File: src/sv/bba_pkg.sv
package bba_pkg;

    // Map geometry
    localparam int NUM_BLOCKS = 4096;
    localparam int WORD_BITS  = 32;
    localparam int MAP_WORDS  = NUM_BLOCKS / WORD_BITS;
    localparam int WADDR_W    = $clog2(MAP_WORDS);
    localparam int BIT_W      = $clog2(WORD_BITS);

    // Field widths
    localparam int BLK_W = 12;
    localparam int CNT_W = 13;
    localparam int OP_W  = 2;
    localparam int RUN_W = CNT_W + 1;

    // Operation codes
    localparam logic [OP_W-1:0] OP_ALLOC   = 2'd0;
    localparam logic [OP_W-1:0] OP_RELEASE = 2'd1;
    localparam logic [OP_W-1:0] OP_RESERVE = 2'd2;

    localparam logic [CNT_W-1:0] TOTAL_RESET = 13'd4096;

    // Controller to datapath commands
    typedef struct packed {
        logic load;
        logic scan_start;
        logic scan_step;
        logic wr_setup;
        logic wr_word;
        logic finish;
    } bba_cmd_t;

    // Datapath to controller status
    typedef struct packed {
        logic op_alloc;
        logic op_run;
        logic alloc_bad;
        logic hit;
        logic scan_last;
        logic range_empty;
        logic wr_last;
        logic out_free;
    } bba_sts_t;

endpackage

File: src/sv/bba_ctrl.sv
module bba_ctrl (
    input  logic              clk,
    input  logic              rst_n,
    input  logic              req_valid,
    output logic              req_ready,
    input  bba_pkg::bba_sts_t sts,
    output bba_pkg::bba_cmd_t cmd
);
    import bba_pkg::*;

    typedef enum logic [2:0] {
        S_IDLE,
        S_DISPATCH,
        S_SCAN_START,
        S_SCAN,
        S_SETUP,
        S_READ,
        S_MODIFY,
        S_FINISH
    } state_t;

    state_t state_reg;
    state_t state_next;

    // Sequence one request through scan and run update
    always_comb
    begin
        state_next = state_reg;
        cmd        = '0;
        req_ready  = (state_reg == S_IDLE);
        unique case (state_reg)
            S_IDLE:
            begin
                if (req_valid)
                begin
                    cmd.load   = 1'b1;
                    state_next = S_DISPATCH;
                end
            end
            S_DISPATCH:
            begin
                priority if (sts.op_alloc)
                    state_next = sts.alloc_bad ? S_FINISH : S_SCAN_START;
                else if (sts.op_run)
                    state_next = S_SETUP;
                else
                    state_next = S_FINISH;
            end
            S_SCAN_START:
            begin
                cmd.scan_start = 1'b1;
                state_next     = S_SCAN;
            end
            S_SCAN:
            begin
                cmd.scan_step = 1'b1;
                priority if (sts.hit)
                    state_next = S_SETUP;
                else if (sts.scan_last)
                    state_next = S_FINISH;
                else
                    state_next = S_SCAN;
            end
            S_SETUP:
            begin
                cmd.wr_setup = 1'b1;
                state_next   = S_READ;
            end
            S_READ:
            begin
                state_next = sts.range_empty ? S_FINISH : S_MODIFY;
            end
            S_MODIFY:
            begin
                cmd.wr_word = 1'b1;
                state_next  = sts.wr_last ? S_FINISH : S_READ;
            end
            S_FINISH:
            begin
                if (sts.out_free)
                begin
                    cmd.finish = 1'b1;
                    state_next = S_IDLE;
                end
            end
            default:
            begin
                state_next = S_IDLE;
            end
        endcase
    end

    // Hold state
    always_ff @(posedge clk or negedge rst_n)
    begin
        if (!rst_n)
            state_reg <= S_IDLE;
        else
            state_reg <= state_next;
    end

endmodule

File: config.mk
export PLATFORM = sky130hd
export DESIGN_NAME = bba_ctrl
export DESIGN_NICKNAME = d
export VERILOG_FILES = /design/src/sv/bba_pkg.sv /design/src/sv/bba_ctrl.sv
export SDC_FILE = /design/constraint.sdc
export NUM_CORES = 1
export LEC_CHECK = 0
export BUFFER_PORTS_ARGS = -buffer_cell sky130_fd_sc_hd__buf_2
export CAP_MARGIN = 20
export CORE_AREA = 2 2 39 41
export CTS_CLUSTER_SIZE = 16
export DETAILED_ROUTE_END_ITERATION = 6
export DIE_AREA = 0 0 41 43
export SKIP_LAST_GASP = 1
export SYNTH_ARGS = -nofsm -noshare
export SYNTH_HDL_FRONTEND = slang
export SYNTH_SLANG_ARGS = --single-unit
File: constraint.sdc
create_clock -name clk -period 3.7 [get_ports clk]
set_input_delay 0.185 -clock clk [delete_from_list [all_inputs] [get_ports clk]]
set_output_delay 0.185 -clock clk [all_outputs]
set_load 0.1 [all_outputs]
==> results of run 1 <==
## routing by layer
metal  up-vias  track usage
met1       130        0.116
met5         -            0
li1        160            -
met3         4       0.0209
met4         0        0.140
met2        18        0.134
## logic make-up after synthesis
group | Yosys count
and+or+nand+nor | 18
AOI/OAI and AO/OA | 9
buffers and inverters | 4
DFF | 3
## what timing repair did
item,4_1_cts,5_1_grt
endpoints found under the setup margin,0,0
hold buffers,1,0
hold endpoints to repair,3,0
## Yosys cell counts (2+ instances only)
| cell type | instances | area (µm²) |
|---|---|---|
| a21oi_1 | 2 | 10.0 |
| buf_2 | 2 | 10.0 |
| nor3b_1 | 3 | 22.5 |
| nand2_1 | 5 | 18.8 |
| nor2_1 | 2 | 7.51 |
| and3b_1 | 2 | 17.5 |
| dfrtp_1 | 3 | 75.1 |
## worst reg2reg max path: stages, from the launching register on
cell and delay, ns:
dfrtp_1 0.48, nand2b_1 0.21, a211o_1 0.28, a32oi_1 0.19
## layout make-up
| class | count | area [µm²] | area share |
|---|---|---|---|
| Tap cell | 16 | 20.0 | 0.0510 |
| Clock buffer | 4 | 26.3 | 0.0669 |
| Inverter | 1 | 3.75 | 0.00955 |
| Sequential cell | 3 | 75.1 | 0.191 |
| Timing Repair Buffer | 18 | 95.1 | 0.242 |
| Multi-Input combinational cell | 27 | 173 | 0.439 |
## final timing paths
check,depth (start not counted),end,slack [ns],from
setup / recovery,3,cmd[5],1.96,state_reg[0]
hold reg to reg,1,state_reg[2],0.68,state_reg[1]
hold / removal,3,state_reg[0],0.18,req_valid
setup reg to reg,3,state_reg[0],2.46,state_reg[1]
max in group asynchronous,2,state_reg[1],3.33,rst_n
min in group asynchronous,2,state_reg[0],0.26,rst_n
## per-stage QoR
stage / hold slack [ns] / worst slack (ns) / instances / util
after CTS: 0.179 / 1.94 / 69 / 0.284
after global placement: -0.0172 / 2.24 / 64 / 0.258
final: 0.179 / 1.96 / 69 / 0.284
after floorplan: -0.111 / 0.774 / 34 / -
after global routing: 0.207 / 1.85 / 69 / 0.284
after detailed placement: -0.0166 / 2.21 / 64 / 0.258
==> impl_results.md, run 1 <==
* GPL Wtd Cong at 0.667
* DRT Pass-1 Iters at 4
* Library cells used by synthesis at 22
* Fmax at 573 MHz
* Sequential-to-total area share from yosys stat at 0.275
* Slowest stage cell, crit path: dfrtp_1
* Post-synthesis mux area share at 0
* CP Launch Type: register
* Worst Tran Pin Value at 0.484 ns
* Hold Vio Cnt, Final at 0
* DRC at 0
* Max FFs per register at 3
* Critical Path RT at 3.51 ns
* EDFF count, synth at 0
* Grt ovf at 0
* Core area at 0.00138 mm²
* Final slew viol count at 0
* I/O Buffers at 17
* Top Family by Delay on Critical Path: flip-flops
* Largest stage delay on the critical path at 0.48 ns
* ANT cells at 0
* Placed Instance Area at 357 µm²
* Post-CTS sizing at 0
* CTS sink cnt at 3
* Synth warn at 0
* Vias in the first global route at 306
* Uppermost layer routed: met4
* WL final at 700 µm
* DP HPWL at 495 µm
* Yosys reg bits at 3
* Fillers at 161
* XOR/XNOR Fraction of Synth Area at 0
* Hold Path Class: in -> reg
* H-Tree Level Count at 1
* Commonest non-fill, non-tap cell in the layout: buf_2
* CTS max path bufs at 2
* Normalized max-slew margin at 0.679
* Largest family of logic cells by synthesized area: simple AND/OR/NAND/NOR gates
* Initial core utilization at 0.197
* Global-route wire length before repair at 1170 µm
* Share of cells above drive strength 1 at 0.396
* Asr flop ratio synth at 1.00
* Critical Path End Type: primary output
* Gr usage total at 0.105
* Mapped Cells at 34
* Minimum clock period at 1.74 ns
* Final setup vio count at 0
* Worst setup path category: reg -> out
* Cell Chain, Critical Path: nor3_2 > and2_1 > buf_2
* Final instance area at 393 µm²
* Rows at 14
* Critical path peak fanout at 11
* Outcome: complete, no violations
* Largest net degree at the start of global routing at 15
* Die area at 0.00176 mm²
* TritonCTS clock tree: yes
* Max Cap Viol at 0
* Remaining antenna violation count at 0
* Final worst path period share at 0.471
* Number of buffers created by CTS at 3
* Die width at 41 µm
* Initial DRC Count at 9
* Met3 Wirelength at 74 µm
* WP data arrival at 1.56 ns
* Top_reg_cell synth: dfrtp_1
* Met2 WL at 285 µm
* Die height at 43 µm
* I/O pins at 18
* Routed WL per cell at 10.1 µm
* Post-synthesis compound-gate area fraction at 0.229
* Synth Area in Simple Gates at 0.404
* RSZ-0062 raised after global routing: false
* Worst skew pair latency at 0.24 ns
* Area grow syn2layout at 44.0%
* CTS Root Cell: clkbuf_4
* Post-CTS Setup Repair Bufs at 0
* Syn avg cell area at 8.02 µm²
* DR vias at 312
* Post-Synth Adder-Cell Area at 0
* CP Buf/Inv Count at 1
* Cell Area, Synth at 273 µm²
* Setup Skew at 0.00366 ns
* Commonest non-fill, non-tap cells in the layout: 17 x buf_2, 5 x nand2_1, 3 x nor3b_1, 3 x clkbuf_4, 3 x dfrtp_1
* DRT met1 WL at 303 µm
* Vias per inst at 4.52
* Initial antenna violation count at 0
* Layout Nets at 65
* Setup TNS at 0 ns
* Clk slew on worst S/H paths at 0.04 ns
* Synthesized Nets at 45
Power of run 1 is left out: the tool's default activity adds up to more than one toggle a clock period on the data nets, which glitch-free logic cannot reach.
==> inputs of run 2 (changes only) <==
==> constraint.sdc (replaced) <==
create_clock -name clk -period 1.45 [get_ports clk]
set_input_delay 0.0725 -clock clk [delete_from_list [all_inputs] [get_ports clk]]
set_output_delay 0.0725 -clock clk [all_outputs]
set_load 0.1 [all_outputs]
==> impl_results.md, run 2 (synthesis results as in run 1) <==
* Outcome: complete, no violations
* Commonest non-fill, non-tap cell in the layout: buf_2
* CTS Root Cell: clkbuf_4
* Grt ovf at 0
* Hold Vio Cnt, Final at 0
* CP Launch Type: register
* I/O pins at 18
* Number of buffers created by CTS at 3
* WP data arrival at 1.29 ns
* Clk slew on worst S/H paths at 0.04 ns
* Max Cap Viol at 0
* Hold Slack at 0.0762 ns
* Initial DRC Count at 7
* Global-route wire length before repair at 1280 µm
* Leak at 0.226 nW
* Final worst-path setup slack at 0.0893 ns
* Logic pwr share at 0.683
* Minimum clock period at 1.36 ns
* Setup TNS at 0 ns
* Die area at 0.00176 mm²
* GPL Wtd Cong at 0.746
* Worst Hold Depth at 3
* Initial core utilization at 0.197
* Reg2reg end: state_reg[2]
* R2r setup slk at 0.24 ns
* Worst r2r src: state_reg[1]
* ANT cells at 0
* Psw at 0.782 mW
* Pre-CTS setup slack at 0.166 ns
* Critical Path RT at 1.38 ns
* Vias per inst at 4.40
* CTS max path bufs at 2
* H-Tree Level Count at 1
* Worst Tran Pin Value at 0.262 ns
* Critical Path End Type: primary output
* Largest net degree at the start of global routing at 15
* Die height at 43 µm
* Share of cells above drive strength 1 at 0.574
* DRC at 0
* Clock power frac at 0.107
* Normalized max-slew margin at 0.825
* Core area at 0.00138 mm²
* Fmax at 735 MHz
* Final setup vio count at 0
* Rows at 14
* DP HPWL at 550 µm
* Final worst path period share at 0.938
* Gr usage total at 0.118
* Area grow syn2layout at 97.7%
* Peak VDD IR at 1220 µV
* Die width at 41 µm
* Final slew viol count at 0
* Commonest non-fill, non-tap cells in the layout: 10 x buf_2, 7 x buf_12, 5 x nand2_1
* Initial antenna violation count at 0
* Power per cell area at 2590 mW/mm²
* Routed WL per cell at 10.9 µm
* Sequential share of power at 0.210
* Post-CTS Setup Repair Bufs at 0
* I/O Buffers at 17
* Switching fraction of total power at 0.560
* Worst skew pair latency at 0.23 ns
* Max FFs per register at 3
* Remaining antenna violation count at 0
* Critical path peak fanout at 14
* Vias in the first global route at 302
* WHS Endpoint: state_reg[0]
* Power Total at 1.40 mW
* R2R cell count at 3
* Worst setup path category: reg -> out
* CTS sink cnt at 3
* WL final at 763 µm
* Layout Nets at 66
* RSZ-0062 raised after global routing: false
* Hold Path Class: in -> reg
* DR vias at 308
* DRT Pass-1 Iters at 3
* Hold wc startpoint: req_valid
* Setup Skew at 0.00276 ns
* Internal power at 0.615 mW
* TritonCTS clock tree: yes
==> run 2: cell count changes in the layout (fill, tap and decap cells not counted), sizes merged <==
| cell | previous run | this run |
|---|---|---|
| buf | 17 | 18 |
==> run 2: worst max-delay path, stage by stage (launching register included) <==
cell and delay [ns]:
dfrtp_2 0.50, nor3_4 0.22, and2_4 0.17, buf_12 0.16
==> run 2: final cells by class <==
class | instances | area, µm²
Tap cell | 16 | 20.0
Multi-Input combinational cell | 27 | 203
Inverter | 1 | 3.75
Timing Repair Buffer | 19 | 208
Clock buffer | 4 | 26.3
Fill cell | 142 | 845
Sequential cell | 3 | 78.8
==> run 2: what timing repair did <==
| action | 4_1_cts | 5_1_grt |
|---|---|---|
| hold buffers | 1 | 0 |
| gates resized for setup | 2 | 1 |
| hold endpoints to repair | 3 | 0 |
| pin swaps | 0 | 0 |
| setup endpoints to repair | 4 | 3 |
==> run 2: worst max path at each step <==
stage                  from            to  slack (ns)
3_3_place_gp   state_reg[1]  state_reg[2]        0.17
3_5_place_dp   state_reg[1]  state_reg[2]        0.17
5_1_grt        state_reg[2]        cmd[5]        0.04
2_1_floorplan  state_reg[2]        cmd[5]       -0.48
6_report       state_reg[2]        cmd[5]        0.09
4_1_cts        state_reg[1]        cmd[3]        0.03
==> run 2: power by group through the flow <==
stage / registers [mW] / clock network [mW] / logic [mW]
3_3_place_gp: 0.288 / 0 / 0.955
6_report: 0.293 / 0.150 / 0.954
3_5_place_dp: 0.290 / 0 / 0.955
2_1_floorplan: 0.153 / 0 / 0.799
5_1_grt: 0.314 / 0.162 / 0.991
4_1_cts: 0.296 / 0.157 / 0.960
==> run 2: through the flow <==
stage | area [µm²] | utilization | std cells
after floorplan | 303 | - | 34
after global placement | 499 | 0.361 | 65
after detailed placement | 499 | 0.361 | 65
after CTS | 538 | 0.389 | 70
after global routing | 539 | 0.390 | 70
final | 539 | 0.390 | 70
==> run 2: routing by layer <==
layer / global-route usage / routed length [µm] / up-vias
met5: 0 / 0 / -
met3: 0.0576 / 75 / 2
met2: 0.122 / 318 / 14
li1: - / - / 164
met4: 0.140 / 27 / 0
met1: 0.148 / 342 / 128
No activity file was read; power rests on OpenSTA's default activity.
